===== config.mk =====
export PLATFORM = sky130hd
export DESIGN_NAME = adc_channel_scan_sequencer
export DESIGN_NICKNAME = d
export VERILOG_FILES = /design/src/hw/rtl/acss_pkg.sv /design/src/hw/rtl/adc_channel_scan_sequencer.sv /design/src/hw/rtl/acss_step.sv
export SDC_FILE = /design/constraint.sdc
export NUM_CORES = 1
export LEC_CHECK = 0
export ABC_AREA = 1
export BUFFER_PORTS_ARGS = -buffer_cell sky130_fd_sc_hd__buf_4
export CAP_MARGIN = 20
export CORE_UTILIZATION = 50
export CTS_BUF_LIST = sky130_fd_sc_hd__clkbuf_8
export CTS_CLUSTER_SIZE = 12
export DETAILED_ROUTE_END_ITERATION = 10
export PLACE_DENSITY = 0.72
export REMOVE_ABC_BUFFERS = 1
export SLEW_MARGIN = 15
export SYNTH_ARGS = -nofsm -noshare
export SYNTH_HDL_FRONTEND = slang
export SYNTH_SLANG_ARGS = --single-unit

===== constraint.sdc =====
create_clock -name clock -period 3.42 [get_ports clock]
set_input_delay 0.684 -clock clock [delete_from_list [all_inputs] [get_ports clock]]
set_output_delay 0.684 -clock clock [all_outputs]
set_load 0.01 [all_outputs]

===== src/hw/rtl/acss_pkg.sv =====
package acss_pkg;

   // Fixed field widths of the scan interface.
   localparam int CHAN_BITS   = 4;
   localparam int COUNT_BITS  = 5;
   localparam int SETTLE_BITS = 8;
   localparam int CODE_BITS   = 24;
   localparam int POLL_BITS   = 9;
   localparam int CSR_DATA_BITS = 8;

   // Channel wrap limit and the significant width of a converter code.
   localparam int MAX_CHANNELS = 16;
   localparam int CODE_WIDTH   = 24;

   // Width used to compare a channel against the wrap limit.
   localparam int WRAP_BITS = 7;

   // Missed polls allowed before the converters are reinitialized.
   localparam logic [POLL_BITS-1:0] POLL_LIMIT = 9'h0FF;
   localparam logic [POLL_BITS-1:0] POLL_MAX   = 9'h1FF;

   // Reset values of the configuration registers.
   localparam logic [COUNT_BITS-1:0]  CHANNEL_COUNT_RESET = 5'd8;
   localparam logic [SETTLE_BITS-1:0] SETTLE_TICKS_RESET  = 8'd4;

   // Bits of a code that take part in the zero test.
   localparam logic [CODE_BITS-1:0] CODE_MASK = (CODE_WIDTH >= CODE_BITS) ? '1 :
      CODE_BITS'((64'd1 << CODE_WIDTH) - 64'd1);

   typedef enum logic [1:0] {
      ACT_TICK    = 2'd0,
      ACT_SELECT  = 2'd1,
      ACT_TRIGGER = 2'd2,
      ACT_RESTORE = 2'd3
   } action_type;

   typedef enum logic [0:0] {
      CSR_CHANNEL_COUNT = 1'b0,
      CSR_SETTLE_TICKS  = 1'b1
   } csr_index_type;

   typedef enum logic [2:0] {
      PH_IDLE    = 3'd0,
      PH_OPEN    = 3'd1,
      PH_SETTLE  = 3'd2,
      PH_TRIGGER = 3'd3,
      PH_READ_I  = 3'd4,
      PH_READ_V  = 3'd5,
      PH_CLOSE   = 3'd6,
      PH_PARKED  = 3'd7
   } phase_type;

   typedef struct packed {
      logic [COUNT_BITS-1:0]  channel_count;
      logic [SETTLE_BITS-1:0] settle_ticks;
   } cfg_type;

   typedef struct packed {
      action_type           action;
      logic [CHAN_BITS-1:0] special_channel;
      logic                 current_ready;
      logic                 voltage_ready;
      logic [CODE_BITS-1:0] adc_code;
   } item_type;

   typedef struct packed {
      phase_type              phase;
      logic [SETTLE_BITS-1:0] settle_count;
      logic [CHAN_BITS-1:0]   scan_channel;
      logic [CHAN_BITS-1:0]   pinned_channel;
      logic [CHAN_BITS-1:0]   saved_channel;
      logic                   special_mode;
      logic                   switched_to_pinned;
      logic                   parked_ready;
      logic [POLL_BITS-1:0]   poll_count;
   } state_type;

   typedef struct packed {
      logic                 mux_open;
      logic [CHAN_BITS-1:0] mux_channel;
      logic                 start_convert;
      logic                 current_store;
      logic                 voltage_store;
      logic [CHAN_BITS-1:0] sample_channel;
      logic [CODE_BITS-1:0] sample_code;
      logic                 reinit_request;
      phase_type            phase;
   } result_type;

endpackage


===== src/hw/rtl/adc_channel_scan_sequencer.sv =====
// Channel   Direction  Handshake             Payload
// req       in         req_valid/req_ready   action, special channel, ready flags, code
// rsp       out        rsp_valid/rsp_ready   mux, conversion, store, reinit and phase fields
// csr       in         csr_valid/csr_ready   register index, write data
//
// A transaction is held in the input register, and then its result in the result register.
// One transaction is accepted every cycle unless the input register is full behind a stalled result.
// Reset is synchronous and active high; it returns the sequencer to idle on channel 0.
// A stalled result holds the result register, and the input register fills behind it.
// Configuration writes are always taken.
module adc_channel_scan_sequencer (
   input  logic                                    clock,
   input  logic                                    reset,
   input  logic                                    req_valid,
   output logic                                    req_ready,
   input  acss_pkg::action_type                    req_action,
   input  logic [acss_pkg::CHAN_BITS-1:0]          req_special_channel,
   input  logic                                    req_current_ready,
   input  logic                                    req_voltage_ready,
   input  logic [acss_pkg::CODE_BITS-1:0]          req_adc_code,
   output logic                                    rsp_valid,
   input  logic                                    rsp_ready,
   output logic                                    rsp_mux_open,
   output logic [acss_pkg::CHAN_BITS-1:0]          rsp_mux_channel,
   output logic                                    rsp_start_convert,
   output logic                                    rsp_current_store,
   output logic                                    rsp_voltage_store,
   output logic [acss_pkg::CHAN_BITS-1:0]          rsp_sample_channel,
   output logic [acss_pkg::CODE_BITS-1:0]          rsp_sample_code,
   output logic                                    rsp_reinit_request,
   output logic [2:0]                              rsp_phase,
   input  logic                                    csr_valid,
   output logic                                    csr_ready,
   input  acss_pkg::csr_index_type                 csr_index,
   input  logic [acss_pkg::CSR_DATA_BITS-1:0]      csr_wdata
);
   import acss_pkg::*;

   cfg_type    cfg_ff, cfg_in;
   item_type   item_ff, item_in;
   logic       item_valid_ff, item_valid_in;
   state_type  state_ff, state_in;
   result_type rsp_ff, rsp_in;
   logic       rsp_valid_ff, rsp_valid_in;
   state_type  step_state;
   result_type step_result;
   logic       advance;

   // The held transaction moves on when the result register is free or being emptied.
   assign advance   = item_valid_ff && (!rsp_valid_ff || rsp_ready);
   assign req_ready = !item_valid_ff || advance;
   assign csr_ready = 1'b1;

   // Configuration writes.
   always_comb begin
      cfg_in = cfg_ff;
      if (csr_valid) begin
         case (csr_index)
            CSR_CHANNEL_COUNT: cfg_in.channel_count = csr_wdata[COUNT_BITS-1:0];
            CSR_SETTLE_TICKS:  cfg_in.settle_ticks  = csr_wdata[SETTLE_BITS-1:0];
            default:           cfg_in = cfg_ff;
         endcase
      end
   end

   // Input register capture.
   always_comb begin
      item_in       = item_ff;
      item_valid_in = item_valid_ff && !advance;
      if (req_valid && req_ready) begin
         item_in.action          = req_action;
         item_in.special_channel = req_special_channel;
         item_in.current_ready   = req_current_ready;
         item_in.voltage_ready   = req_voltage_ready;
         item_in.adc_code        = req_adc_code;
         item_valid_in           = 1'b1;
      end
   end

   acss_step u_step (
      .cfg       (cfg_ff),
      .state     (state_ff),
      .item      (item_ff),
      .state_nxt (step_state),
      .result    (step_result)
   );

   // Sequencer state and result register update.
   assign state_in     = advance ? step_state : state_ff;
   assign rsp_in       = advance ? step_result : rsp_ff;
   assign rsp_valid_in = advance || (rsp_valid_ff && !rsp_ready);

   always_ff @(posedge clock) begin
      if (reset) begin
         cfg_ff.channel_count <= CHANNEL_COUNT_RESET;
         cfg_ff.settle_ticks  <= SETTLE_TICKS_RESET;
         item_valid_ff        <= 1'b0;
         rsp_valid_ff         <= 1'b0;
         state_ff             <= '0;
      end else begin
         cfg_ff        <= cfg_in;
         item_valid_ff <= item_valid_in;
         rsp_valid_ff  <= rsp_valid_in;
         state_ff      <= state_in;
      end
   end

   always_ff @(posedge clock) begin
      item_ff <= item_in;
      rsp_ff  <= rsp_in;
   end

   // Result ports.
   assign rsp_valid          = rsp_valid_ff;
   assign rsp_mux_open       = rsp_ff.mux_open;
   assign rsp_mux_channel    = rsp_ff.mux_channel;
   assign rsp_start_convert  = rsp_ff.start_convert;
   assign rsp_current_store  = rsp_ff.current_store;
   assign rsp_voltage_store  = rsp_ff.voltage_store;
   assign rsp_sample_channel = rsp_ff.sample_channel;
   assign rsp_sample_code    = rsp_ff.sample_code;
   assign rsp_reinit_request = rsp_ff.reinit_request;
   assign rsp_phase          = rsp_ff.phase;

   // A parked sequencer is always in special measurement.
   parked_needs_special: assert property (@(posedge clock) disable iff (reset)
      (state_ff.phase == PH_PARKED) |-> state_ff.special_mode)
      else $error("parked phase without special mode");

   // The pinned channel is only in use during special measurement.
   pinned_needs_special: assert property (@(posedge clock) disable iff (reset)
      state_ff.switched_to_pinned |-> state_ff.special_mode)
      else $error("switched to pinned channel outside special mode");

   // Only one converter is read per transaction.
   one_store: assert property (@(posedge clock) disable iff (reset)
      rsp_valid_ff |-> !(rsp_ff.current_store && rsp_ff.voltage_store))
      else $error("both store flags set");

   // A timeout always lands in idle on channel zero.
   reinit_to_idle: assert property (@(posedge clock) disable iff (reset)
      (rsp_valid_ff && rsp_ff.reinit_request) |->
         (rsp_ff.phase == PH_IDLE && rsp_ff.mux_channel == '0))
      else $error("reinit without return to idle");

   // A conversion start is always followed by the current read phase.
   start_to_read: assert property (@(posedge clock) disable iff (reset)
      (rsp_valid_ff && rsp_ff.start_convert) |-> (rsp_ff.phase == PH_READ_I))
      else $error("start without current read phase");

endmodule


===== src/hw/rtl/acss_step.sv =====
module acss_step (
   input  acss_pkg::cfg_type    cfg,
   input  acss_pkg::state_type  state,
   input  acss_pkg::item_type   item,
   output acss_pkg::state_type  state_nxt,
   output acss_pkg::result_type result
);
   import acss_pkg::*;

   logic                    is_tick;
   logic                    missed_poll;
   logic                    poll_timeout;
   logic                    code_nonzero;
   logic [SETTLE_BITS-1:0]  settle_inc;
   logic                    settle_done;
   logic [COUNT_BITS-1:0]   chan_inc;
   logic                    chan_wrap;
   logic [CHAN_BITS-1:0]    chan_next;
   logic                    store;
   phase_type               phase_nxt;

   // Shared decodes for the tick phases.
   assign is_tick      = (item.action == ACT_TICK);
   assign missed_poll  = is_tick &&
                         (((state.phase == PH_READ_I) && !item.current_ready) ||
                          ((state.phase == PH_READ_V) && !item.voltage_ready));
   assign poll_timeout = missed_poll && (state.poll_count >= POLL_LIMIT);
   assign code_nonzero = ((item.adc_code & CODE_MASK) != '0);
   assign settle_inc   = state.settle_count + SETTLE_BITS'(1);
   assign settle_done  = (settle_inc >= cfg.settle_ticks);

   // Round-robin successor, wrapping at the configured count or the channel limit.
   assign chan_inc  = {1'b0, state.scan_channel} + COUNT_BITS'(1);
   assign chan_wrap = (chan_inc >= cfg.channel_count) ||
                      ({{(WRAP_BITS-COUNT_BITS){1'b0}}, chan_inc} >= WRAP_BITS'(MAX_CHANNELS));
   assign chan_next = chan_wrap ? '0 : chan_inc[CHAN_BITS-1:0];

   // Next phase.
   always_comb begin
      phase_nxt = state.phase;
      case (item.action)
         ACT_SELECT:  phase_nxt = state.phase;
         ACT_TRIGGER: phase_nxt = PH_TRIGGER;
         ACT_RESTORE: phase_nxt = PH_IDLE;
         default: begin
            case (state.phase)
               PH_IDLE:    phase_nxt = PH_OPEN;
               PH_OPEN:    phase_nxt = PH_SETTLE;
               PH_SETTLE: begin
                  if (settle_done) begin
                     phase_nxt = (state.special_mode && state.switched_to_pinned) ?
                                 PH_PARKED : PH_TRIGGER;
                  end
               end
               PH_TRIGGER: phase_nxt = PH_READ_I;
               PH_READ_I: begin
                  if (item.current_ready) begin
                     phase_nxt = PH_READ_V;
                  end else if (poll_timeout) begin
                     phase_nxt = PH_IDLE;
                  end
               end
               PH_READ_V: begin
                  if (item.voltage_ready) begin
                     phase_nxt = PH_CLOSE;
                  end else if (poll_timeout) begin
                     phase_nxt = PH_IDLE;
                  end
               end
               PH_CLOSE: begin
                  phase_nxt = (state.special_mode && state.parked_ready) ?
                              PH_PARKED : PH_OPEN;
               end
               default:    phase_nxt = PH_PARKED;
            endcase
         end
      endcase
   end

   // Remaining state and the per-transaction pulses.
   always_comb begin
      state_nxt.phase              = phase_nxt;
      state_nxt.settle_count       = state.settle_count;
      state_nxt.scan_channel       = state.scan_channel;
      state_nxt.pinned_channel     = state.pinned_channel;
      state_nxt.saved_channel      = state.saved_channel;
      state_nxt.special_mode       = state.special_mode;
      state_nxt.switched_to_pinned = state.switched_to_pinned;
      state_nxt.parked_ready       = state.parked_ready;
      state_nxt.poll_count         = state.poll_count;
      result.mux_open       = 1'b0;
      result.start_convert  = 1'b0;
      result.current_store  = 1'b0;
      result.voltage_store  = 1'b0;
      result.reinit_request = 1'b0;

      case (item.action)
         ACT_SELECT: begin
            state_nxt.pinned_channel = item.special_channel;
            state_nxt.saved_channel  = state.scan_channel;
            state_nxt.special_mode   = 1'b1;
            state_nxt.parked_ready   = 1'b0;
         end
         ACT_TRIGGER: ;
         ACT_RESTORE: begin
            state_nxt.scan_channel       = state.saved_channel;
            state_nxt.special_mode       = 1'b0;
            state_nxt.switched_to_pinned = 1'b0;
         end
         default: begin
            case (state.phase)
               PH_IDLE: begin
                  state_nxt.settle_count = '0;
                  state_nxt.scan_channel = '0;
               end
               PH_OPEN: begin
                  state_nxt.settle_count = '0;
                  result.mux_open        = 1'b1;
                  if (state.special_mode) begin
                     state_nxt.switched_to_pinned = 1'b1;
                     state_nxt.scan_channel       = state.pinned_channel;
                  end
               end
               PH_SETTLE: begin
                  state_nxt.settle_count = settle_done ? '0 : settle_inc;
               end
               PH_TRIGGER: begin
                  result.start_convert = 1'b1;
                  state_nxt.poll_count = '0;
               end
               PH_READ_I: begin
                  result.current_store = item.current_ready && code_nonzero;
               end
               PH_READ_V: begin
                  result.voltage_store = item.voltage_ready && code_nonzero;
               end
               PH_CLOSE: begin
                  if (!state.special_mode) begin
                     state_nxt.scan_channel = chan_next;
                  end else if (!state.parked_ready) begin
                     state_nxt.scan_channel = state.pinned_channel;
                  end
               end
               default: state_nxt.parked_ready = 1'b1;
            endcase

            // A missed poll counts up to saturation; the one past the allowed limit reinitializes.
            if (missed_poll) begin
               if (state.poll_count < POLL_MAX) begin
                  state_nxt.poll_count = state.poll_count + POLL_BITS'(1);
               end
               if (poll_timeout) begin
                  result.reinit_request        = 1'b1;
                  state_nxt.scan_channel       = '0;
                  state_nxt.saved_channel      = '0;
                  state_nxt.special_mode       = 1'b0;
                  state_nxt.switched_to_pinned = 1'b0;
               end
            end
         end
      endcase

      // Reported fields follow the updated state.
      store                 = result.current_store || result.voltage_store;
      result.mux_channel    = state_nxt.scan_channel;
      result.sample_channel = store ? state_nxt.scan_channel : '0;
      result.sample_code    = store ? (item.adc_code & CODE_MASK) : '0;
      result.phase          = state_nxt.phase;
   end

endmodule

* Word level (Yosys, flattened, before mapping)
Cells that the tools add are included.
** Operators by class
- Eq/ne operators :: 10
- Shifts and indexed selects :: 0
- Order comparisons :: 5
- Divide/modulo/power cells :: 0
- Add/subtract/negate cells :: 3
- Bitwise gates (word level) :: 6
- Reductions and logical operators :: 47
- Multiplexer cells :: 37
- Multipliers :: 0
** Operator list (count)
- 2-to-1 mux 9 bit :: 3
- 2-to-1 mux 4 bit :: 6
- nonzero test 24 bit :: 1
- case mux 3 bit (7 select lines) :: 1
- 2-to-1 mux 3 bit :: 6
- case mux 4 bit (2 select lines) :: 2
- case mux 8 bit (2 select lines) :: 1
- logical AND 1 bit :: 12
- 2-to-1 mux 6 bit :: 2
- case mux 4 bit (3 select lines) :: 1
- AND reduction 2 bit :: 5
- adder 9 x 1 -> 9 bit (second input constant) :: 1
- == test 3 bit (second input constant) :: 3
- greater-or-equal comparator 9 x 8 -> 1 bit (second input constant) :: 1
- less-than comparator 9 bit (second input constant) :: 1
- 2-to-1 mux 1 bit :: 9
- case mux 3 bit (3 select lines) :: 1
- adder 8 x 1 -> 8 bit (second input constant) :: 1
- greater-or-equal comparator 8 bit :: 1
- 2-to-1 mux 8 bit :: 1
- AND reduction 4 bit :: 2
- OR reduction 7 bit :: 1
- == test 3 x 2 -> 1 bit (second input constant) :: 2
- logical NOT 1 bit :: 6
- other kinds (20) :: 38
** Storage, ports and cells
- Bits in latches :: 0
- Bits of input ports :: 46
- Word-level logic and storage cells :: 135
- Output and inout bits :: 43
- Bits in writable memories :: 0
- Register bits after elaboration :: 122
- Memories kept :: 0
- Memory bits (read-only) :: 0

* Depth between registers and ports, before layout
- Word-level depth :: 9
- Depth in mapped cells :: 15
- Depth with buffers taken out :: 15

* By module
Synthesis repeated with hierarchy kept, for this count alone.
** Second synthesis, totals
- Cells, all modules :: 794
- Area total of the unflattened synthesis :: 6518.8 um^2
** By module, submodules not included
- adc_channel_scan_sequencer :: sequential area each 3163.0 um^2, area each 4355.4 um^2, cells an instance 374, instances 1
- acss_step :: sequential area each 0.0 um^2, area each 2163.3 um^2, cells an instance 420, instances 1

* Worst setup path after synthesis
Ideal clock, no wire load.
- Path kind :: input to register
- From :: in rsp_ready
- To :: reg rsp_ff (netlist bit rsp_current_store), enable pin
- Library setup time :: 0.419 ns
- Buffers on the path :: 1
- Data arrival time :: 2.391 ns
- Required time :: 3.001 ns
- Slack :: 0.610 ns
- Cell stages on the path :: 5
- Cell sequence :: inv_1 -> nand2_1 -> nand2_2 -> inv_1 -> clkbuf_1
** Between the ends
- Cells in the longest elaborated chain, start to end :: 2
** Ends and longest elaborated chain
- start: declaration :: line adc_channel_scan_sequencer.sv:22 : input logic rsp_ready,
- logical OR 1 bit :: line adc_channel_scan_sequencer.sv:50 : assign advance = item_valid_ff && (!rsp_valid_ff || rsp_ready);
- logical AND 1 bit :: line adc_channel_scan_sequencer.sv:50
- net advance :: line adc_channel_scan_sequencer.sv:47 : logic advance;
- end signal: assignment :: line adc_channel_scan_sequencer.sv:110 : rsp_ff <= rsp_in;
- end: declaration :: line adc_channel_scan_sequencer.sv:43 : result_type rsp_ff, rsp_in;
The timed path passes the listed nets, and every way through them passes these cells.
A chain may end at the register's enable or synchronous reset.

* Final worst setup path
- From :: reg state_ff[26] (netlist name)
- To :: reg state_ff[28] (netlist name)
** Between the ends
- Cells in the longest elaborated chain, start to end :: 4
** Ends and longest elaborated chain
- start: declaration :: line adc_channel_scan_sequencer.sv:42 : state_type state_ff, state_in;
- start signal: assignment :: line adc_channel_scan_sequencer.sv:104 : state_ff <= state_in;
- adder 8 x 1 -> 8 bit (*) :: line acss_step.sv:29 : assign settle_inc = state.settle_count + SETTLE_BITS'(1);
- greater-or-equal comparator 8 bit :: line acss_step.sv:30 : assign settle_done = (settle_inc >= cfg.settle_ticks);
- 2-to-1 mux 8 bit (*) :: line acss_step.sv:125 : state_nxt.settle_count = settle_done ? '0 : settle_inc;
- case mux 8 bit (2 select lines) (*) :: line acss_step.sv:111 : case (state.phase)
Mark *: on every way between the ends. The rest lies on a longest branch, timed or not.

==> flow_metrics.py <==
metrics = {
    "run_status": {
        "status": "finished, final reports clean",
    },
    "logic_synthesis": {
        "synth.top_cell.area_share_pct": 38.11,
        "synth_edf_count": 72,
        "ys_warn_count": 0,
        "synth_common_cells": "111 x inv_1, 91 x nand2_1, 72 x edfxtp_1",
        "ys.flop_type": "edfxtp_1",
        "netlist_instances": 623,
        "synth.distinct_cells": 42,
        "synth.most_common_cell": "inv_1",
        "yosysTopAreaCell": "edfxtp_1",
        "synth_area_leaders": "edfxtp_1 38%, dfxtp_1 18%, inv_1 7.3%",
        "yosys_register_bits": 122,
        "async_flop_share_pct": 0,
        "yosysSeqAreaShare_pct": 55.76,
        "syn_area_sq_mm": 0.005673,
        "synth_area_per_cell_sq_um": 9.106,
    },
    "timing": {
        "holdWs_ns": 0.4200,
        "max_slew_margin_pct": 53.67,
        "slew_violations": 0,
        "skew_ns": 0.009620,
        "fin_setup_tns_ns": 0,
        "setup_viol": 0,
        "rsz0062_at_grt": "no",
        "max_freq_ghz": 0.4079,
        "period_share_pct": 71.69,
        "worstMarginPinSlew_ns": 0.6941,
        "fin_crit_ns": 2.452,
        "hold_violations": 0,
    },
    "place": {
        "portBuffers": 87,
        "dpl-instance-area_sq_mm": 0.006456,
        "dp_hpwl_mm": 8.484,
        "place_congestion": 0.9444,
    },
    "critical_path": {
        "cp_max_fo": 8,
        "worstSetupPathType": "flop to flop",
        "cp-start-kind": "flop",
        "cp-end-kind": "flop",
        "crit_required_ns": 3.78,
        "cp.arrival_ns": 2.81,
    },
    "detailed_routing": {
        "firstDrtPassIters": 5,
        "vias": 4544,
        "wl_per_cell_microns": 13.52,
        "wl_mm": 11.78,
        "ant_nets": 0,
        "via_per_inst": 5.217,
        "remaining_drc_errors": 0,
        "drt-initial-drc-count": 310,
    },
    "final_layout": {
        "nFillCells": 929,
        "fin_area_sq_mm": 0.006820,
        "layout.nets": 785,
        "layout-drive-gt1-share_pct": 20.25,
        "area_growth_pct": 20.22,
        "diodes": 0,
        "multi_input_area_sq_mm": 0.002011,
        "seqCellArea_sq_mm": 0.003163,
        "fin_util_pct": 62.37,
    },
    "grt": {
        "grt_pass1_vias": 4206,
        "grt_usage_pct": 21.17,
        "grt_first_pass_wirelength_mm": 19.14,
        "grt_antenna_before_repair": 0,
        "grt_overflow": 0,
        "grt_max_degree": 33,
    },
    "pwr": {
        "internal_power_mw": 2.267,
        "power_frac_clock_pct": 37.4,
        "power_density_mw_per_mm2": 456.9,
        "power_frac_comb_pct": 9.5,
        "p_seq_share_pct": 53.0,
        "p_total_mw": 3.116,
        "leakagePower_nw": 3.034,
        "vdd_ir_drop_max_v": 0.0002515,
        "swShare_pct": 27.26,
        "p_sw_mw": 0.8496,
    },
    "floorplan": {
        "die_x_microns": 108.5,
        "ios": 89,
        "core_area_sq_mm": 0.01094,
        "fp.dieH_microns": 108.5,
        "row_count": 38,
        "initial_core_util_pct": 51.88,
        "fp.dieArea_sq_mm": 0.01178,
    },
    "clocking": {
        "clock_sinks": 122,
        "cts_resized": 0,
        "clock_latency_ns": 0.43,
        "htreeDepth": 4,
        "post_cts_buffers": 0,
        "path_clk_slew_ns": 0.08,
        "cts_inserted_buffers": 17,
        "cts_tree": "built",
        "cts_buffer_depth": 2,
        "cts_root_buf": "clkbuf_8",
        "cts_hold_buf": 0,
    },
    "run": {
        "max_cap_viol_count": 0,
    },
    "min_path": {
        "hold_class": "input pin to flop",
    },
}
==> sequential cells by signal, indices dropped and copies added, names as in the netlist <==
register            cells
cfg_ff                 13
item_ff                32
item_valid_ff           1
rsp_current_store       1
rsp_mux_channel         4
rsp_mux_open            1
rsp_phase               3
rsp_reinit_request      1
rsp_sample_channel      4
rsp_sample_code        24
rsp_start_convert       1
rsp_valid               1
rsp_voltage_store       1
state_ff               35
==> stage by stage <==
| step | setup WS, ns | instances |
|---|---|---|
| detailed placement | 1.018 | 839 |
| global route | 0.7874 | 871 |
| floorplan | 0.9279 | 609 |
| CTS | 0.9658 | 871 |
| global placement | 1.100 | 839 |
| finish | 0.9682 | 871 |
==> cell usage in the layout, fill, tap and decap left out, types with 3 or more instances in the layout <==
master    count
a21oi_1      66
ha_1         21
dfxtp_1      50
nor2_1       70
o21ai_0      30
nor2_2        3
clkbuf_8     17
nand3_1      24
nor3_1        5
o211ai_1      3
nand2_1      91
o22ai_1       8
nand4_1       8
buf_4        90
nand2_4       3
a22oi_1       3
xor2_1        6
nand3_2       4
inv_2         5
inv_1       110
clkinv_4      3
inv_6         7
edfxtp_1     72
nand2_2       3
==> power groups by stage <==
stage	Sequential (mW)	Combinational [mW]	Clock, mW
detailed placement	1.69	0.295	0
global route	1.66	0.334	1.27
global placement	1.68	0.287	0
CTS	1.65	0.296	1.19
floorplan	1.69	0.157	0
finish	1.65	0.297	1.17
==> worst max-delay path, stage by stage (launching register included) <==
cell and delay [ns]:
dfxtp_1 0.40, nand2_1 0.07, nor2_1 0.16, nand3_1 0.14, nand3b_1 0.20, xnor2_1 0.21, ha_1 0.28, a21o_1 0.16
nor2_1 0.09, nand3_1 0.15, nor2_2 0.30, nand2_1 0.08, a21oi_1 0.13
==> cell type report <==
class	count	area share, %
clock buffers	17	3.431
clock inverters	15	1.908
inverters	115	6.329
multi-input cells	372	29.48
flip-flops and latches	122	46.38
well taps	140	2.568
repair buffers	90	9.906
==> routing by layer <==
layer / vias to the layer above / global-route usage [%] / routed length (microns)
li1: 2249 / - / -
met4: 0 / 9.170 / 172
met1: 2128 / 25.87 / 5051
met5: - / 0 / 0
met3: 21 / 4.882 / 594
met2: 146 / 35.67 / 5957
==> cell families (layout without fill, tap and decap cells) <==
group	after synthesis	after routing	share of synthesized area (%)
AND/OR/NAND/NOR	221	221	17.67
adder cells (fa/ha/maj)	21	21	4.632
AO/OA/AOI/OAI	121	121	11.84
XOR/XNOR	8	8	1.235
flip-flops	122	122	55.76
other	1	1	0.06610
buffers and inverters	129	237	8.800
==> worst paths after layout <==
kind,startpoint,to,slack (ns),depth (start not counted)
hold / removal,req_adc_code[12],item_ff[12],0.42,1
hold reg to reg,state_ff[6],state_ff[6],0.46,1
setup reg to reg,state_ff[26],state_ff[28],0.97,12
setup / recovery,state_ff[26],state_ff[28],0.97,12
(Power assumes the default switching activity.)
